## src/hdl/ppe_pkg.sv

```systemverilog
// Package: shared constants, types and command/status structs of the piecewise polynomial evaluator.
package ppe_pkg;
	localparam int MaxBreaks = 64;
	localparam int MaxOrder = 8;
	localparam logic [1:0] OP_LOAD_BREAK = 2'd0;
	localparam logic [1:0] OP_LOAD_COEF = 2'd1;
	localparam logic [1:0] OP_EVAL = 2'd2;
	localparam logic [1:0] OP_NOP = 2'd3;
	localparam logic [7:0] REG_BREAKS = 8'd0;
	localparam logic [7:0] REG_ORDER = 8'd1;

	typedef enum logic [8:0] {
		ST_IDLE = 9'b000000001,
		ST_CHK0 = 9'b000000010,
		ST_CHKN = 9'b000000100,
		ST_PROBE = 9'b000001000,
		ST_WAIT = 9'b000010000,
		ST_DELTA = 9'b000100000,
		ST_MUL = 9'b001000000,
		ST_ADD = 9'b010000000,
		ST_OUT = 9'b100000000
	} state_t;

	typedef struct packed {
		logic start;
		logic rd_first;
		logic rd_last;
		logic rd_mid;
		logic cmp_first;
		logic cmp_last;
		logic cmp_mid;
		logic do_delta;
		logic rd_coef;
		logic do_mul;
		logic do_add;
	} cmd_t;

	typedef struct packed {
		logic search_done;
		logic last_term;
	} sts_t;
endpackage

```

## src/hdl/ppe_ctrl.sv

```systemverilog
// Controller: sequences search, delta and Horner steps for one evaluate transaction.
module ppe_ctrl (
	input  logic clk,
	input  logic arst_n,
	input  logic eval_start,
	input  ppe_pkg::sts_t sts,
	input  logic out_ready,
	output ppe_pkg::cmd_t cmd,
	output logic busy,
	output logic out_valid
);
	ppe_pkg::state_t state_q, nxt;

	always_ff @(posedge clk or negedge arst_n) begin
		if (!arst_n) state_q <= ppe_pkg::ST_IDLE;
		else state_q <= nxt;
	end

	always_comb begin
		nxt = state_q;
		cmd = '0;
		case (state_q)
			ppe_pkg::ST_IDLE: begin
				if (eval_start) begin
					cmd.start = 1'b1;
					cmd.rd_first = 1'b1;
					nxt = ppe_pkg::ST_CHK0;
				end
			end
			ppe_pkg::ST_CHK0: begin
				cmd.cmp_first = 1'b1;
				cmd.rd_last = 1'b1;
				nxt = ppe_pkg::ST_CHKN;
			end
			ppe_pkg::ST_CHKN: begin
				cmd.cmp_last = 1'b1;
				nxt = ppe_pkg::ST_PROBE;
			end
			ppe_pkg::ST_PROBE: begin
				if (sts.search_done) nxt = ppe_pkg::ST_DELTA;
				else begin
					cmd.rd_mid = 1'b1;
					nxt = ppe_pkg::ST_WAIT;
				end
			end
			ppe_pkg::ST_WAIT: begin
				cmd.cmp_mid = 1'b1;
				nxt = ppe_pkg::ST_PROBE;
			end
			ppe_pkg::ST_DELTA: begin
				cmd.do_delta = 1'b1;
				cmd.rd_coef = 1'b1;
				nxt = sts.last_term ? ppe_pkg::ST_OUT : ppe_pkg::ST_MUL;
			end
			ppe_pkg::ST_MUL: begin
				cmd.do_mul = 1'b1;
				cmd.rd_coef = 1'b1;
				nxt = ppe_pkg::ST_ADD;
			end
			ppe_pkg::ST_ADD: begin
				cmd.do_add = 1'b1;
				nxt = sts.last_term ? ppe_pkg::ST_OUT : ppe_pkg::ST_MUL;
			end
			ppe_pkg::ST_OUT: begin
				if (out_ready) nxt = ppe_pkg::ST_IDLE;
			end
			default: nxt = ppe_pkg::ST_IDLE;
		endcase
	end

	assign busy = (state_q != ppe_pkg::ST_IDLE);
	assign out_valid = (state_q == ppe_pkg::ST_OUT);
endmodule

```

## config.mk

```make
export PLATFORM = sky130hd
export DESIGN_NAME = ppe_ctrl
export DESIGN_NICKNAME = d
export VERILOG_FILES = /design/src/hdl/ppe_pkg.sv /design/src/hdl/ppe_ctrl.sv
export SDC_FILE = /design/constraint.sdc
export NUM_CORES = 1
export LEC_CHECK = 0
export BUFFER_PORTS_ARGS = -buffer_cell sky130_fd_sc_hd__buf_4
export CORE_UTILIZATION = 30
export CTS_CLUSTER_SIZE = 28
export DETAILED_ROUTE_END_ITERATION = 8
export GPL_TIMING_DRIVEN = 0
export HOLD_SLACK_MARGIN = 0.05
export PLACE_DENSITY = 0.63
export SYNTH_ARGS = -nofsm -noshare
export SYNTH_HDL_FRONTEND = slang
export SYNTH_SLANG_ARGS = --single-unit
```

## constraint.sdc

```tcl
create_clock -name clk -period 4.1 [get_ports clk]
set_clock_uncertainty 0.15 [all_clocks]
set_input_delay 0.205 -clock clk [delete_from_list [all_inputs] [get_ports clk]]
set_output_delay 0.205 -clock clk [all_outputs]
set_load 0.01 [all_outputs]
```

Word level (Yosys, flattened, before mapping)
Index checks and enable logic that the tools add are counted.

word-level totals
  register bits after elaboration = 9
  word-level logic and storage cells = 33
  input port bits = 6
  output and inout bits = 13

cells by class
  mux-type cells = 16
  eq/ne operators = 12
  reduce and logical (&&, ||, !) cells = 4

operator list
  kind                  number
  $pmux W9 S7           1
  $mux W9               3
  $eq A9 B1 Y1 const B  1
  $eq A9 B2 Y1 const B  1
  $eq A9 B3 Y1 const B  1
  $eq A9 B4 Y1 const B  1
  $eq A9 B5 Y1 const B  1
  $eq A9 B6 Y1 const B  1
  $eq A9 B7 Y1 const B  1
  $eq A9 B8 Y1 const B  1
  $eq A9 B9 Y1 const B  1
  $mux W1               9
  $ne A9 B1 Y1 const B  1
  $mux W6               1
  $reduce_or A2 Y1      3
  $mux W2               2
  $ne A2 B2 Y1 const B  2
  $reduce_and A2 Y1     1

Depth between registers and ports, before layout
  word-level depth = 3
  depth in mapped cells = 5
  depth with buffers taken out = 4

Worst setup path before layout
Ideal clock, no wire load.

  kind = register -> output
  start point = register state_q[8]
  end point = output cmd[10] (netlist bit)
  path slack = 2.268 ns
  arrival = 1.477 ns
  buffers on the path = 1
  stages on the path, launching flop included = 5
  cells stage by stage = dfrtp_1 -> nor4_4 -> nand4b_1 -> nor2_1 -> buf_4

RTL lines
  element                   RTL line        source
  start: declaration        ppe_ctrl.sv:12  ppe_pkg::state_t state_q, nxt;
  start signal: assignment  ppe_ctrl.sv:15  if (!arst_n) state_q <= ppe_pkg::ST_IDLE;
  start signal: assignment  ppe_ctrl.sv:16  else state_q <= nxt;
  end: declaration          ppe_ctrl.sv:8   output ppe_pkg::cmd_t cmd,

==> impl_results.md <==
- CTS tree: done
- Synth cell types: 26
- Worst path max stage delay: 480 ps
- Setup crit end kind: primary output
- H-tree depth: 1
- Yosys top cell area share: between 30% and 40%
- HPWL after DPL: between 1000 and 1500 um
- Buf/Inv on CP: 1
- CP top delay family: simple AND/OR/NAND/NOR gates
- Kind of critical path: flip-flop to primary output
- Clock-pin slew on the worst setup and hold paths: ~60 ps
- Post-Synthesis Cells: 56
- Sequential element share of the synthesized area: between 30% and 40%
- Remaining routing DRC violations: 0
- Avg Inst Size Synth: about 11 um^2
- Area Overhead vs Synth: 37.0%
- Flip-flop count of the largest register after layout: 9
- Final number of max-transition violations: 0
- Drt total wl: between 1000 and 1500 um
- Synth top area cells: dfrtp_1 (33%), nor2_1 (5.6%), and4b_1 (5.0%)
- Clock buffer count from CTS: 3
- Avg WL per Cell: about 13 um
- Min-delay worst type: primary input to flip-flop
- Critical-path top delay cell: dfrtp_1
- Worst setup SP type: flip-flop
- Largest net degree at the start of global routing: 11
- Setup Fix Bufs, Post-CTS: 0
- Pwr/cell area: 495 mW/mm^2
- Synthesized flop and latch total: 9
- First-pass detailed-route iteration total: 4
- Worst slew pin tran: about 360 ps
- Row Count: 15
- N_diodes: 0
- CTS root buffer: clkbuf_4
- Routed via count: ~530
- Vias in the first global route: 462
- Power, Total: 0.408 mW
- WP data arrival: between 1500 and 2000 ps
- Top cell type by total area after synthesis: dfrtp_1
- Leak: around 0.42 nW
- Placer Congestion: slightly above 0.7
- Layout cells sized above 1: about two fifths
- Die ar.: roughly 0.0022 mm^2
- Fin nets: 88
- Fmax: roughly 0.46 GHz
- Gr ovfl total: 0
- Reg with most FFs: state_q
- Core Region: between 0.0015 and 0.002 mm^2
- Finished Layout Cells: roughly 110
- Run status: finished, final reports clean
- Vias per std cell: 4.97
- Die Height: about 47 um
- Post-Syn Nets: 62
- Gr usage total: 12.9%
- CP cell instances: nor4_4, nor4b_4, and4bb_1, buf_4
- Max Cap Viol: 0
- Starting density of the core: between 30 and 40%
- Die W: roughly 47 um
- Port bufs: 18
- Sum of negative setup slack: 0 ps
- Filler cells: ~190
- Min Tclk post-route: about 2200 ps
- Maximum vdd ir drop: about 0.2 mV
- RSZ-0062 raised after global routing: no
- Final number of setup-violating endpoints: 0
- Initial detailed-routing violation count: 9
- Final hold violation count: 0
- Biggest regs: state_q x9
- Crit Path Max Fanout: 7
- Slew margin rel.: 75.5%
- Post-Place Cells: 99
- # clock sinks: 9
- Post-Syn Area: roughly 600 um^2
- Fin crit share: between 50% and 60%
- Worst-Skew Late Latency: between 200 and 300 ps
- CP required: around 3700 ps
- Antenna violations before repair: 0
- Clock Path Buffers: 2
- # IOs: 19
- First-pass GRT wire length: between 1500 and 2000 um
- Ys Warns: 0
- Antenna-violating nets left: 0
cell families (layout without fill, tap and decap cells):
family          count (synthesis)  after routing  share of synthesized area [%]
flops                           9              9                           37.6
xor+xnor                        3              3                           4.37
simple gates                   33             33                           47.0
compound gates                  5              5                           5.61
buf+inv                         6             31                           5.40
layout by cell type (no fill, tap or decap), types with 2 or more instances in the layout:
master	n
inv_1	2
o2111ai_1	2
and4b_1	3
nand2_1	2
clkbuf_4	3
dlygate4sd3_1	3
nor4_2	2
nor3b_1	3
nor3b_2	2
and4bb_1	2
dfrtp_1	8
nor2_1	9
nand4b_1	2
xor2_1	3
o21ai_0	2
buf_4	20
synthesized netlist by cell type:
library cell	number
nor3_4	1
o21ai_0	2
o2111ai_1	2
nand3_1	1
and3b_1	1
dfstp_2	1
buf_4	2
dfrtp_1	8
inv_1	2
and4bb_1	2
nor4_2	2
o22ai_1	1
nand4_1	1
or2_1	1
nor3b_1	3
nand4b_1	2
nand2_1	2
nor3b_2	2
and4_1	1
buf_2	1
clkbuf_2	1
nor2_1	9
and4b_1	3
nor4b_4	1
nor4_4	1
xor2_1	3
worst paths after layout:
path | from | to | slack (ps) | cells after the start
max reg2reg | state_q[8] | state_q[0] | 2430 | 4
min | sts[1] | state_q[5] | 110 | 2
max in group asynchronous | arst_n | state_q[0] | 3420 | 2
min in group asynchronous | arst_n | state_q[2] | 160 | 2
min reg2reg | state_q[8] | state_q[7] | 460 | 1
max | state_q[5] | cmd[7] | 1950 | 4
routing by layer:
layer  track usage, %  part of all wire (%)  wire (um)
met4             6.86                     0          0
met3             1.15                   3.6         49
met5                0                     0          0
met1             17.4                    46        628
met2             20.6                    50        686
where the power goes:
group | leakage, nW | internal [mW] | switching [mW]
registers | 0.121 | 0.107 | 0.0227
clock network | 0.0150 | 0.0374 | 0.0289
logic | 0.279 | 0.105 | 0.108
total | 0.415 | 0.249 | 0.159
worst register-to-register path: cells and delay by family, from the launching register on:
kind	cells	cell delay (ps)
AND/OR/NAND/NOR	2	610
AO/OA/AOI/OAI	2	360
flip-flops	1	460
final cells by class:
class | instances | area (um^2) | area share [%]
multi-input cells | 41 | 343 | 41.6
flip-flops and latches | 9 | 226 | 27.5
repair buffers | 21 | 165 | 20.0
well taps | 25 | 31.3 | 3.79
clock buffers | 4 | 26.3 | 3.19
plain buffers | 4 | 25.0 | 3.03
inverters | 2 | 7.51 | 0.910
what timing repair did:
| action | 4_1_cts | 5_1_grt |
|---|---|---|
| hold endpoints to repair | 12 | 0 |
| resized for setup | 0 | 0 |
| hold buffers | 3 | 0 |
metrics by stage:
| step | util [%] | hold WS [ps] | instance area [um^2] | worst slack [ps] |
|---|---|---|---|---|
| after floorplan | - | -241 | 602 | 2270 |
| after global placement | 42.6 | -116 | 768 | 2240 |
| after detailed placement | 42.6 | -113 | 768 | 2230 |
| after CTS | 45.8 | 105 | 825 | 1950 |
| after global routing | 45.8 | 107 | 825 | 1860 |
| final | 45.8 | 113 | 825 | 1950 |
Power figures use the tool's default switching activity.
